===== src/rtl/ebpf_execute_unit_assert.svh =====
// assertion macros of the ebpf execute unit, used by the ebpf_ctrl module
`ifndef EBPF_EXECUTE_UNIT_ASSERT_SVH
`define EBPF_EXECUTE_UNIT_ASSERT_SVH

// same-cycle implication, checked out of reset
`define EBPF_ASSERT_IMP(lbl, clk, rstn, ante, cons, msg) \
  lbl: assert property (@(posedge clk) disable iff (!(rstn)) (ante) |-> (cons)) \
    else $error(msg);

// next-cycle implication, checked out of reset
`define EBPF_ASSERT_NXT(lbl, clk, rstn, ante, cons, msg) \
  lbl: assert property (@(posedge clk) disable iff (!(rstn)) (ante) |=> (cons)) \
    else $error(msg);

`endif


===== src/rtl/ebpf_pkg.sv =====
// shared types, codes and constants of the ebpf execute unit
`timescale 1ns / 1ps
package ebpf_pkg;

  localparam int NumRegsDef = 11;
  localparam int CtxReg     = 1;
  localparam int FrameReg   = 10;
  localparam int HalfBits   = 32;
  localparam int DivSteps   = 64;

  localparam int InW   = 160;
  localparam int OutW  = 88;
  localparam int CfgIw = 2;

  // register indexes of the configuration port
  localparam logic [CfgIw-1:0] CFG_BRANCH_LIMIT    = 2'd0;
  localparam logic [CfgIw-1:0] CFG_NO_BRANCH_LIMIT = 2'd1;
  localparam logic [CfgIw-1:0] CFG_STACK_TOP       = 2'd2;
  localparam logic [CfgIw-1:0] CFG_ALU32_ENABLE    = 2'd3;

  // opcode fields and fixed opcodes
  localparam logic [2:0] ClsAlu32 = 3'd4;
  localparam logic [2:0] ClsJmp   = 3'd5;
  localparam logic [2:0] ClsAlu64 = 3'd7;
  localparam logic [2:0] ClsLd    = 3'd1;
  localparam logic [2:0] ClsSt    = 3'd2;
  localparam logic [2:0] ClsStx   = 3'd3;
  localparam logic [2:0] ModeMem  = 3'd3;
  localparam logic [7:0] OpLddw   = 8'h18;
  localparam logic [7:0] OpExit   = 8'h95;
  localparam logic [7:0] OpJa     = 8'h05;
  localparam logic [7:0] OpCall   = 8'h85;
  localparam logic [7:0] OpLddwd  = 8'hB8;
  localparam logic [7:0] OpLddwr  = 8'hD8;

  typedef enum logic [2:0] {
    ST_CONT  = 3'd0,
    ST_RET   = 3'd1,
    ST_DIV0  = 3'd2,
    ST_NOBR  = 3'd3,
    ST_ILL   = 3'd4,
    ST_UNSUP = 3'd5
  } status_e;

  typedef enum logic [3:0] {
    AOP_ADD  = 4'd0,
    AOP_SUB  = 4'd1,
    AOP_MUL  = 4'd2,
    AOP_DIV  = 4'd3,
    AOP_OR   = 4'd4,
    AOP_AND  = 4'd5,
    AOP_LSH  = 4'd6,
    AOP_RSH  = 4'd7,
    AOP_NEG  = 4'd8,
    AOP_MOD  = 4'd9,
    AOP_XOR  = 4'd10,
    AOP_MOV  = 4'd11,
    AOP_ARSH = 4'd12
  } aop_e;

  typedef enum logic [3:0] {
    JOP_JEQ  = 4'd1,
    JOP_JGT  = 4'd2,
    JOP_JGE  = 4'd3,
    JOP_JSET = 4'd4,
    JOP_JNE  = 4'd5,
    JOP_JSGT = 4'd6,
    JOP_JSGE = 4'd7,
    JOP_JLT  = 4'd10,
    JOP_JLE  = 4'd11,
    JOP_JSLT = 4'd12,
    JOP_JSLE = 4'd13
  } jop_e;

  typedef enum logic [3:0] {
    K_START,
    K_UNSUP,
    K_ILL,
    K_ALU,
    K_MUL,
    K_DIV,
    K_LDDW,
    K_RET,
    K_JUMP
  } kind_e;

  typedef enum logic [2:0] {
    S_IDLE,
    S_EXEC,
    S_FRAME,
    S_MUL,
    S_DIV,
    S_DONE
  } state_e;

  typedef struct packed {
    logic load;
    logic start;
    logic wr_frame;
    logic mul_init;
    logic mul_step;
    logic div_init;
    logic div_step;
    logic finish;
    logic out_load;
  } cmd_t;

  typedef struct packed {
    kind_e kind;
    logic  div_zero;
    logic  mul_done;
    logic  div_done;
    logic  out_busy;
  } stat_t;

endpackage


===== src/rtl/ebpf_ctrl.sv =====
// sequencing state machine of the ebpf execute unit
`timescale 1ns / 1ps
`include "ebpf_execute_unit_assert.svh"
module ebpf_ctrl (
  input  logic           clk_i,
  input  logic           rst_ni,
  input  logic           s_tvalid_i,
  output logic           s_tready_o,
  input  ebpf_pkg::stat_t stat_i,
  output ebpf_pkg::cmd_t  cmd_o
);

  ebpf_pkg::state_e state_q, state_d;
  logic accept;

  assign s_tready_o = (state_q == ebpf_pkg::S_IDLE);
  assign accept     = s_tvalid_i && s_tready_o;

  always_ff @(posedge clk_i or negedge rst_ni) begin
    if (!rst_ni) begin
      state_q <= ebpf_pkg::S_IDLE;
    end else begin
      state_q <= state_d;
    end
  end

  always_comb begin
    state_d = state_q;
    case (state_q)
      ebpf_pkg::S_IDLE: begin
        if (accept) state_d = ebpf_pkg::S_EXEC;
      end
      ebpf_pkg::S_EXEC: begin
        case (stat_i.kind)
          ebpf_pkg::K_START: state_d = ebpf_pkg::S_FRAME;
          ebpf_pkg::K_MUL:   state_d = ebpf_pkg::S_MUL;
          ebpf_pkg::K_DIV:   state_d = stat_i.div_zero ? ebpf_pkg::S_DONE : ebpf_pkg::S_DIV;
          default:           state_d = ebpf_pkg::S_DONE;
        endcase
      end
      ebpf_pkg::S_FRAME: state_d = ebpf_pkg::S_DONE;
      ebpf_pkg::S_MUL: begin
        if (stat_i.mul_done) state_d = ebpf_pkg::S_DONE;
      end
      ebpf_pkg::S_DIV: begin
        if (stat_i.div_done) state_d = ebpf_pkg::S_DONE;
      end
      ebpf_pkg::S_DONE: begin
        if (!stat_i.out_busy) state_d = ebpf_pkg::S_IDLE;
      end
      default: state_d = ebpf_pkg::S_IDLE;
    endcase
  end

  always_comb begin
    cmd_o = '0;
    case (state_q)
      ebpf_pkg::S_IDLE: cmd_o.load = accept;
      ebpf_pkg::S_EXEC: begin
        case (stat_i.kind)
          ebpf_pkg::K_START: cmd_o.start = 1'b1;
          ebpf_pkg::K_MUL:   cmd_o.mul_init = 1'b1;
          ebpf_pkg::K_DIV: begin
            cmd_o.div_init = !stat_i.div_zero;
            cmd_o.finish   = stat_i.div_zero;
          end
          default: cmd_o.finish = 1'b1;
        endcase
      end
      ebpf_pkg::S_FRAME: cmd_o.wr_frame = 1'b1;
      ebpf_pkg::S_MUL: begin
        cmd_o.mul_step = !stat_i.mul_done;
        cmd_o.finish   = stat_i.mul_done;
      end
      ebpf_pkg::S_DIV: begin
        cmd_o.div_step = !stat_i.div_done;
        cmd_o.finish   = stat_i.div_done;
      end
      ebpf_pkg::S_DONE: cmd_o.out_load = !stat_i.out_busy;
      default: cmd_o = '0;
    endcase
  end

  `EBPF_ASSERT_NXT(a_accept_exec, clk_i, rst_ni, accept, state_q == ebpf_pkg::S_EXEC, "accepted word did not reach execute")
  `EBPF_ASSERT_IMP(a_out_free, clk_i, rst_ni, cmd_o.out_load, !stat_i.out_busy, "result loaded over a waiting word")
  `EBPF_ASSERT_NXT(a_mul_done, clk_i, rst_ni, state_q == ebpf_pkg::S_MUL && stat_i.mul_done, state_q == ebpf_pkg::S_DONE, "multiply did not finish")

endmodule


===== config.mk =====
export PLATFORM = sky130hd
export DESIGN_NAME = ebpf_ctrl
export DESIGN_NICKNAME = d
export VERILOG_FILES = /design/src/rtl/ebpf_pkg.sv /design/src/rtl/ebpf_ctrl.sv
export VERILOG_INCLUDE_DIRS = /design/src /design/src/rtl
export SDC_FILE = /design/constraint.sdc
export NUM_CORES = 1
export LEC_CHECK = 0
export BUFFER_PORTS_ARGS = -buffer_cell sky130_fd_sc_hd__clkbuf_2
export CAP_MARGIN = 20
export CORE_AREA = 4 4 41 43
export DETAILED_ROUTE_END_ITERATION = 8
export DIE_AREA = 0 0 45 47
export PLACE_DENSITY = 0.52
export SYNTH_ARGS = -nofsm -noshare
export SYNTH_HDL_FRONTEND = slang
export SYNTH_SLANG_ARGS = --single-unit

===== constraint.sdc =====
create_clock -name clk_i -period 4.1 [get_ports clk_i]
set_clock_uncertainty 0.2 [all_clocks]
set_input_delay 0.82 -clock clk_i [delete_from_list [all_inputs] [get_ports clk_i]]
set_output_delay 0.82 -clock clk_i [all_outputs]
set_load 0.01 [all_outputs]

### Yosys cells after proc, flatten, opt, wreduce, memory -nomap -nowiden

Cells that the tools add are included.

* input bits: 11
* flip-flop bits (word level): 3
* logic and storage cells: 41

* muxes and demuxes: 20
* reduce and logical (&&, ||, !) cells: 9
* eq/ne operators: 11

Operator list (count)
* one-hot mux 3 bit (6 select lines): 1
* 2-to-1 mux 1 bit: 12
* 2-to-1 mux 3 bit: 4
* one-hot mux 3 bit (3 select lines): 1
* equality test 4 x 3 -> 1 bit (second input constant): 2
* equality test 3 x 2 -> 1 bit (second input constant): 2
* equality test 3 bit (second input constant): 2
* != test 2 bit (second input constant): 3
* zero test 1 bit: 4
* zero test 4 bit: 1
* AND reduction 4 bit: 1
* equality test 3 x 1 -> 1 bit (second input constant): 1
* zero test 3 bit: 1
* one-hot mux 1 bit (3 select lines): 1
* != test 2 x 1 -> 1 bit (second input constant): 1
* one-hot mux 1 bit (2 select lines): 1
* OR reduction 2 bit: 1
* logical AND 1 bit: 1

### Longest topological paths before layout

Gate-level depths: netlist of run 1.

* depth in word-level cells: 4
* mapped depth: 5
* mapped depth without buffers: 4

### Least setup slack after synthesis of run 1

No wires, ideal clock.

* kind: in2out
* start point: in stat_i[5] (netlist name)
* end point: out cmd_o[5] (netlist name)
* buffers on the path: 0
* required time: 3.080 ns
* stages: 3
* slack: 1.178 ns
* arrival time: 1.902 ns
* cells stage by stage: or3_1 or4b_4 nor2_1

RTL lines
* start, declared: RTL line ebpf_ctrl.sv:9 `input ebpf_pkg::stat_t stat_i,`
* end, declared: RTL line ebpf_ctrl.sv:10 `output ebpf_pkg::cmd_t cmd_o`

==> metrics.log, run 1 <==
INFO  metric max-slew-margin-rel = approximately three quarters
INFO  metric die-width = 45 um
INFO  metric grt_start_max_net_pins = 15
INFO  metric critPathLaunchType = input port
INFO  metric portion_of_the_post_synthesis_area_used_by_sequential_elements = 21.7%
INFO  metric synth_area_leaders = sky130_fd_sc_hd__dfrtp_1 (22%), sky130_fd_sc_hd__nor3_2 (5.8%), sky130_fd_sc_hd__nor2_1 (5.4%), sky130_fd_sc_hd__o2bb2ai_1 (5.1%), sky130_fd_sc_hd__mux2_4 (4.3%)
INFO  metric holdCritPathClass = input port to async pin
INFO  metric numPortBuffers = 20
INFO  metric via_per_inst = between 5 and 6
INFO  metric cap_violations = 0
INFO  metric drive_above_1_share = 49.2%
INFO  metric drtIter0Drc = 5
INFO  metric finish.net_count = 75
INFO  metric leakage = 0.227 nW
INFO  metric finalSetupViolCount = 0
INFO  metric report.final.hold_viol_count = 0
INFO  metric largest_reg_flops = 3
INFO  metric cts.reportedPaths.clkPinSlew = 0.04 ns
INFO  metric postSynthNetCount = 53
INFO  metric synth_cells = 42
INFO  metric worst-endpoint-required = 3.08 ns
INFO  metric library_cell_used_as_clock_root_buffer = sky130_fd_sc_hd__clkbuf_4
INFO  metric tritoncts_num_sinks = 3
INFO  metric criticalPathCategory = input port to output pin
INFO  metric final_max_slew_viol_count = 0
INFO  metric timing.critical_path.arrival = 2.07 ns
INFO  metric top_level_i_o_count = 21
INFO  metric floorplan.initialDensity = between 20% and 30%
INFO  metric clock_h_tree_levels = 1
INFO  metric grt_pass1_vias = 344
INFO  metric synth_warnings = 0
INFO  metric ys_types = 28
INFO  metric post_cts_resize_count = 0
INFO  metric synth_largest_area_cell = sky130_fd_sc_hd__dfrtp_1
INFO  metric ys_ff_latch = 3
INFO  metric global_route_wire_length_before_repair = 1.46 mm
INFO  metric drcViolationCount = 0
INFO  metric routedWlPerCell = 11.9 um
INFO  metric design.die.area = 0.00212 sq mm
INFO  metric dr_total_vias = 393
INFO  metric layout_top_registers = state_q (3)
INFO  metric die_h = about 47 um
INFO  metric syn_area = around 350 sq um
INFO  metric layoutNonFillerInstCount = 78
INFO  metric tritoncts.num_buffers = 3
INFO  metric clk-insertion-delay-late = 0.23 ns
INFO  metric cts_max_path_buffers = 2
INFO  metric drt_first_pass_iters = 4
INFO  metric final_sum_of_negative_setup_slack = 0 ns
INFO  metric antenna_violations_before_repair = 0
INFO  metric cts.repair_timing.setup_buffer_count = 0
INFO  metric postLayoutCoreUtil = 36.2%
INFO  metric worstSetupEndpointType = output pin
INFO  metric tritoncts = built
INFO  metric dpl.cell_count = 74
INFO  metric crit_path_max_fanout = 3
INFO  metric routed_wirelength = 929 um
INFO  metric grt.overflow.total = 0
INFO  metric timing.final.crit_period = ~3.1 ns
INFO  metric layout.cells.most_common_list = sky130_fd_sc_hd__clkbuf_2 (20), sky130_fd_sc_hd__nor2_1 (5), sky130_fd_sc_hd__clkbuf_4 (3), sky130_fd_sc_hd__dfrtp_1 (3)
INFO  metric power.ir.vdd_worst = 0.157 mV
INFO  metric gp_congestion = 0.683
INFO  metric rsz_0062_raised_after_global_routing = no
INFO  metric track_usage = under 10%
INFO  metric most_common_cell_after_layout_fill_and_taps_aside = sky130_fd_sc_hd__clkbuf_2
INFO  metric clock.fmax = 324 MHz
INFO  metric reg2reg_depth = 4
INFO  metric synthDominantCellAreaShare = between 20% and 30%
INFO  metric synth.avg_cell_area = 8.22 sq um
INFO  metric postCtsHoldBufs = 0
INFO  metric postRouteAntennaNets = 0
INFO  metric status = finished, final reports clean
INFO  metric fin_crit_sh = between 70% and 80%
INFO  metric post-layout-total-power = roughly 0.00026 W
INFO  metric synthToLayoutAreaGrowth = 36.2%
INFO  metric tightestPinTransition = between 0.3 and 0.4 ns
INFO  metric floorplan.core_area = 0.00130 sq mm
INFO  metric timing.hold.ws = about 0.18 ns
INFO  metric place_hpwl = slightly above 700 um
INFO  metric core.rowCount = 13
INFO  metric largest-register = state_q
INFO  metric n_antenna_cell = 0
INFO  metric power.density_cell_area = 547 mW/mm^2
-- report_power, final --
part	internal (W)	switching, W	leakage, nW
Combinational	0.0000701	0.0000589	0.175
Sequential	0.0000409	0.0000346	0.0365
Clock	0.0000365	0.0000161	0.0150
Total	0.000148	0.000110	0.227
-- per-layer routing --
layer  wire (um)  up-vias  share of wire, %  track usage (%)
li1            -      194                 -                -
met1         392      179                42             11.6
met2         447       20                48             16.4
met3          89        0               9.6             2.68
met4           0        0                 0             3.51
met5           0        -                 0                0
-- cells by family after synthesis --
kind of cell | share of synthesized area (%)
AOI/OAI and AO/OA | 17.0
DFF | 21.7
muxes | 4.35
and+or+nand+nor | 48.9
buffers and inverters | 7.97
-- critical path: stages --
cell                       delay, ns
sky130_fd_sc_hd__clkbuf_2       0.09
sky130_fd_sc_hd__or3_1          0.39
sky130_fd_sc_hd__or4b_4         0.54
sky130_fd_sc_hd__nor2_1         0.10
sky130_fd_sc_hd__clkbuf_2       0.14
-- cells in the mapped netlist --
library cell / instances
sky130_fd_sc_hd__or4b_4: 1
sky130_fd_sc_hd__or3_4: 1
sky130_fd_sc_hd__clkbuf_1: 1
sky130_fd_sc_hd__buf_6: 1
sky130_fd_sc_hd__nor4_1: 1
sky130_fd_sc_hd__nor3b_2: 1
sky130_fd_sc_hd__nand2_1: 2
sky130_fd_sc_hd__nand3_1: 1
sky130_fd_sc_hd__o31a_1: 1
sky130_fd_sc_hd__nand3b_1: 2
sky130_fd_sc_hd__nor3b_1: 1
sky130_fd_sc_hd__and2_1: 1
sky130_fd_sc_hd__nor3_1: 1
sky130_fd_sc_hd__and3b_1: 1
sky130_fd_sc_hd__a21oi_1: 1
sky130_fd_sc_hd__dfrtp_1: 3
sky130_fd_sc_hd__nor2_1: 5
sky130_fd_sc_hd__a21oi_2: 1
sky130_fd_sc_hd__nand2b_1: 2
sky130_fd_sc_hd__buf_2: 1
sky130_fd_sc_hd__nor2b_1: 2
sky130_fd_sc_hd__nor3_2: 2
sky130_fd_sc_hd__inv_1: 2
sky130_fd_sc_hd__o21a_2: 1
sky130_fd_sc_hd__or3_1: 1
sky130_fd_sc_hd__o21ai_0: 2
sky130_fd_sc_hd__o2bb2ai_1: 2
sky130_fd_sc_hd__mux2_4: 1
-- per-stage QoR --
step,worst slack [ns],cell area (sq um)
after CTS,1.01,470
after global placement,1.01,444
after floorplan,1.18,345
after detailed placement,1.02,444
final,1.01,470
after global routing,0.919,470
-- final timing paths --
path / from / end / slack [ns]
max in group asynchronous: rst_ni / state_q[1] / 3.40
hold / removal: rst_ni / state_q[2] / 0.18
hold reg to reg: state_q[2] / state_q[2] / 0.59
setup / recovery: stat_i[5] / cmd_o[5] / 1.01
min in group clk_i: state_q[2] / state_q[2] / 0.59
setup reg to reg: state_q[0] / state_q[0] / 2.33
-- cell type report --
cell class              instances  area (sq um)
repair buffers                 20           100
multi-input cells              34           243
inverters                       2          7.51
well taps                      15          18.8
clock buffers                   4          26.3
fillers                       161           831
flip-flops and latches          3          75.1
Power figures use the tool's default switching activity.
==> run 2: changes to the inputs <==
clock period = 3 ns   (was 4.1 ns; I/O delays follow)
==> run 2 against run 1 <==
Effect of this change:
- register-to-register slack worse by 1.1 ns
- die area stayed put
- design area is 2.1% higher
- first-iteration DRC count is 80% lower
- power is 39% higher
==> metrics.log, run 2 (same netlist as run 1, synthesis figures left out) <==
INFO  metric status = finished, final reports clean
INFO  metric seqCellArea = 75.1 sq um (unchanged)
INFO  metric most_common_cell_after_layout_fill_and_taps_aside = sky130_fd_sc_hd__clkbuf_2
INFO  metric critical_path_buf_inv_count = 2 (unchanged)
INFO  metric library_cell_used_as_clock_root_buffer = sky130_fd_sc_hd__clkbuf_4
INFO  metric cap_violations = 0 (unchanged)
INFO  metric cts.reportedPaths.clkPinSlew = 0.04 ns (about the same)
INFO  metric gp_congestion = 0.682 (-0.12%)
INFO  metric cts.repair_timing.setup_buffer_count = 0 (unchanged)
INFO  metric critPathLaunchType = input port
INFO  metric timing.rr.start = state_q[0]
INFO  metric timing.final.ws_setup = 0.348 ns (-0.662 ns)
INFO  metric worstHoldEndpoint = state_q[2]
INFO  metric leakage = 0.231 nW (+1.8%)
INFO  metric global_route_wire_length_before_repair = 1.48 mm (+1.4%)
INFO  metric final_max_slew_viol_count = 0 (unchanged)
INFO  metric dpl.cell_count = 74 (unchanged)
INFO  metric grt.overflow.total = 0 (unchanged)
INFO  metric report.final.hold_viol_count = 0 (unchanged)
INFO  metric layout_top_registers = state_q (3)
INFO  metric finish.net_count = 76 (+1.3%)
INFO  metric placed_cell_area = 444 sq um (unchanged)
INFO  metric tritoncts.num_buffers = 3 (unchanged)
INFO  metric worst_path_most_repeated_cell = sky130_fd_sc_hd__clkbuf_2
INFO  metric routedWlPerCell = 11.8 um (-0.63%)
INFO  metric place_hpwl = 703 um (-1.2%)
INFO  metric core.rowCount = 13 (unchanged)
INFO  metric critical_path_cell_sequence = clkbuf_2, or3_1, or4b_4, nor2_1, clkbuf_2
INFO  metric hold_path_startpoint = stat_i[0]
INFO  metric layout.cells.most_common_list = sky130_fd_sc_hd__clkbuf_2 (20), sky130_fd_sc_hd__nor2_1 (5), sky130_fd_sc_hd__clkbuf_4 (3), sky130_fd_sc_hd__dfrtp_1 (3)
INFO  metric worst_hold_path.num_cells = 3
INFO  metric power.density_cell_area = 742 mW/mm^2 (+36%)
INFO  metric n_antenna_cell = 0 (unchanged)
INFO  metric floorplan.initialDensity = 26.5% (unchanged)
INFO  metric layout.filler_cells = 157 (-2.5%)
INFO  metric path_delay_family = simple AND/OR/NAND/NOR gates
INFO  metric rsz_0062_raised_after_global_routing = no
INFO  metric worstReg2RegEnd = state_q[0]
INFO  metric synthToLayoutAreaGrowth = 39.1%
INFO  metric largest-register = state_q
INFO  metric finalSetupViolCount = 0 (unchanged)
INFO  metric grt_start_max_net_pins = 15 (unchanged)
INFO  metric combPwrFrac = 50.2% (about the same)
INFO  metric die-width = 45 um (unchanged)
INFO  metric layoutNonFillerInstCount = 79 (+1.3%)
INFO  metric p_clk_share = 20.8% (+0.3 points)
INFO  metric internal-power = 0.000203 W (+37%)
INFO  metric drcViolationCount = 0 (unchanged)
INFO  metric timing.final.crit_period = around 2.7 ns
INFO  metric dr_total_vias = 388 (-1.3%)
INFO  metric clock.fmax = 377 MHz
INFO  metric criticalPathCategory = input port to output pin
INFO  metric post_cts_resize_count = 0 (unchanged)
INFO  metric fin_crit_sh = 88.4%
INFO  metric routed_wirelength = 935 um (+0.65%)
INFO  metric worst-endpoint-required = 2.20 ns (-0.88 ns)
INFO  metric share_seq_of_total_power = 29.0% (-0.4 points)
INFO  metric design.die.area = 0.00212 sq mm (unchanged)
INFO  metric via_per_inst = 4.91 (-2.5%)
INFO  metric reg2reg_depth = 4 (unchanged)
INFO  metric drt_first_pass_iters = 3 (-1)
INFO  metric tightestPinTransition = 0.398 ns (-0.00141 ns)
INFO  metric timing.critical_path.arrival = 1.85 ns (-0.22 ns)
INFO  metric slowest_delay = 0.53 ns (about the same)
INFO  metric postRouteAntennaNets = 0 (unchanged)
INFO  metric dpl_worst_slack = 0.353 ns (-0.663 ns)
INFO  metric drive_above_1_share = 48.4% (-0.77 points)
INFO  metric setup.reg_to_reg.worst_slack = 1.21 ns (-1.12 ns)
INFO  metric grt_pass1_vias = 345 (+0.29%)
INFO  metric multi_input_area = 243 sq um (unchanged)
INFO  metric total_switching_power = 0.000154 W (+40%)
INFO  metric clk-insertion-delay-late = 0.23 ns (about the same)
INFO  metric max-slew-margin-rel = 73.5% (+0.094 points)
INFO  metric antenna_violations_before_repair = 0 (unchanged)
INFO  metric top_level_i_o_count = 21 (unchanged)
INFO  metric floorplan.core_area = 0.00130 sq mm (unchanged)
INFO  metric cts_max_path_buffers = 2 (unchanged)
INFO  metric die_h = 47 um (unchanged)
INFO  metric track_usage = 9.71% (+0.079 points)
INFO  metric clock_h_tree_levels = 1 (unchanged)
INFO  metric tritoncts = built
INFO  metric final_sum_of_negative_setup_slack = 0 ns (unchanged)
INFO  metric crit_path_max_fanout = 3 (unchanged)
INFO  metric drtIter0Drc = 1 (-4)
INFO  metric final_design_area_no_fill = 480 sq um (+2.1%)
INFO  metric power.switching_fraction = 43.2% (+0.56 points)
INFO  metric timing.hold.ws = 0.458 ns (+0.276 ns)
INFO  metric largest_reg_flops = 3 (unchanged)
INFO  metric holdCritPathClass = input port to flip-flop
INFO  metric power.ir.vdd_worst = 0.264 mV (+68%)
INFO  metric worstSetupEndpointType = output pin
INFO  metric numPortBuffers = 20 (unchanged)
INFO  metric tritoncts_num_sinks = 3 (unchanged)
INFO  metric cpMaxStageDelayCell = sky130_fd_sc_hd__or4b_4
## run 2: cell count changes in the layout (fill, tap and decap cells not counted)
cell,previous run,this run
sky130_fd_sc_hd__dlygate4sd3_1,0,1
## run 2: stage by stage
stage	total power, W	util [%]
2_1_floorplan	0.000242	-
3_3_place_gp	0.000282	34.1
3_5_place_dp	0.000280	34.1
4_1_cts	0.000359	36.9
5_1_grt	0.000387	36.9
6_report	0.000357	36.9
## run 2: cell type report
cell class | instances | share of cell area (%)
clock buffers | 4 | 5.47
inverters | 2 | 1.56
multi-input cells | 34 | 50.5
repair buffers | 21 | 22.9
well taps | 15 | 3.91
flip-flops and latches | 3 | 15.6
## run 2: worst max path at each step
stage	start	to	slack, ns	cells past startpoint
after floorplan	stat_i[5]	cmd_o[5]	0.52	3
after global placement	stat_i[5]	cmd_o[7]	0.35	5
after detailed placement	stat_i[5]	cmd_o[5]	0.35	5
after CTS	stat_i[5]	cmd_o[5]	0.35	5
after global routing	stat_i[4]	cmd_o[5]	0.26	5
final	stat_i[5]	cmd_o[5]	0.35	5
## run 2: timing repair
| item | CTS | global route |
|---|---|---|
| hold buffers | 1 | 0 |
| setup endpoints to repair | 0 | 0 |
| hold endpoints to repair | 3 | 0 |
## run 2: worst register-to-register path: stages, from the launching register on
cell                      delay (ns)
sky130_fd_sc_hd__dfrtp_1        0.51
sky130_fd_sc_hd__or3_4          0.43
sky130_fd_sc_hd__a21oi_2        0.16
sky130_fd_sc_hd__nor3_2         0.07
sky130_fd_sc_hd__mux2_4         0.31
## run 2: power by group through the flow
stage          clock network (W)  registers (W)  logic (W)
2_1_floorplan                  0      0.0000679   0.000174
3_3_place_gp                   0       0.000105   0.000177
3_5_place_dp                   0       0.000104   0.000177
4_1_cts                0.0000744       0.000103   0.000181
5_1_grt                0.0000814       0.000110   0.000195
6_report               0.0000740       0.000103   0.000179
## run 2: layer usage
layer / GRT usage, % / part of all wire [%] / vias to the layer above
li1: - / - / 193
met1: 10.4 / 41 / 177
met2: 17.5 / 49 / 16
met3: 2.30 / 9.3 / 2
met4: 5.26 / 1.3 / 0
met5: 0 / 0 / -
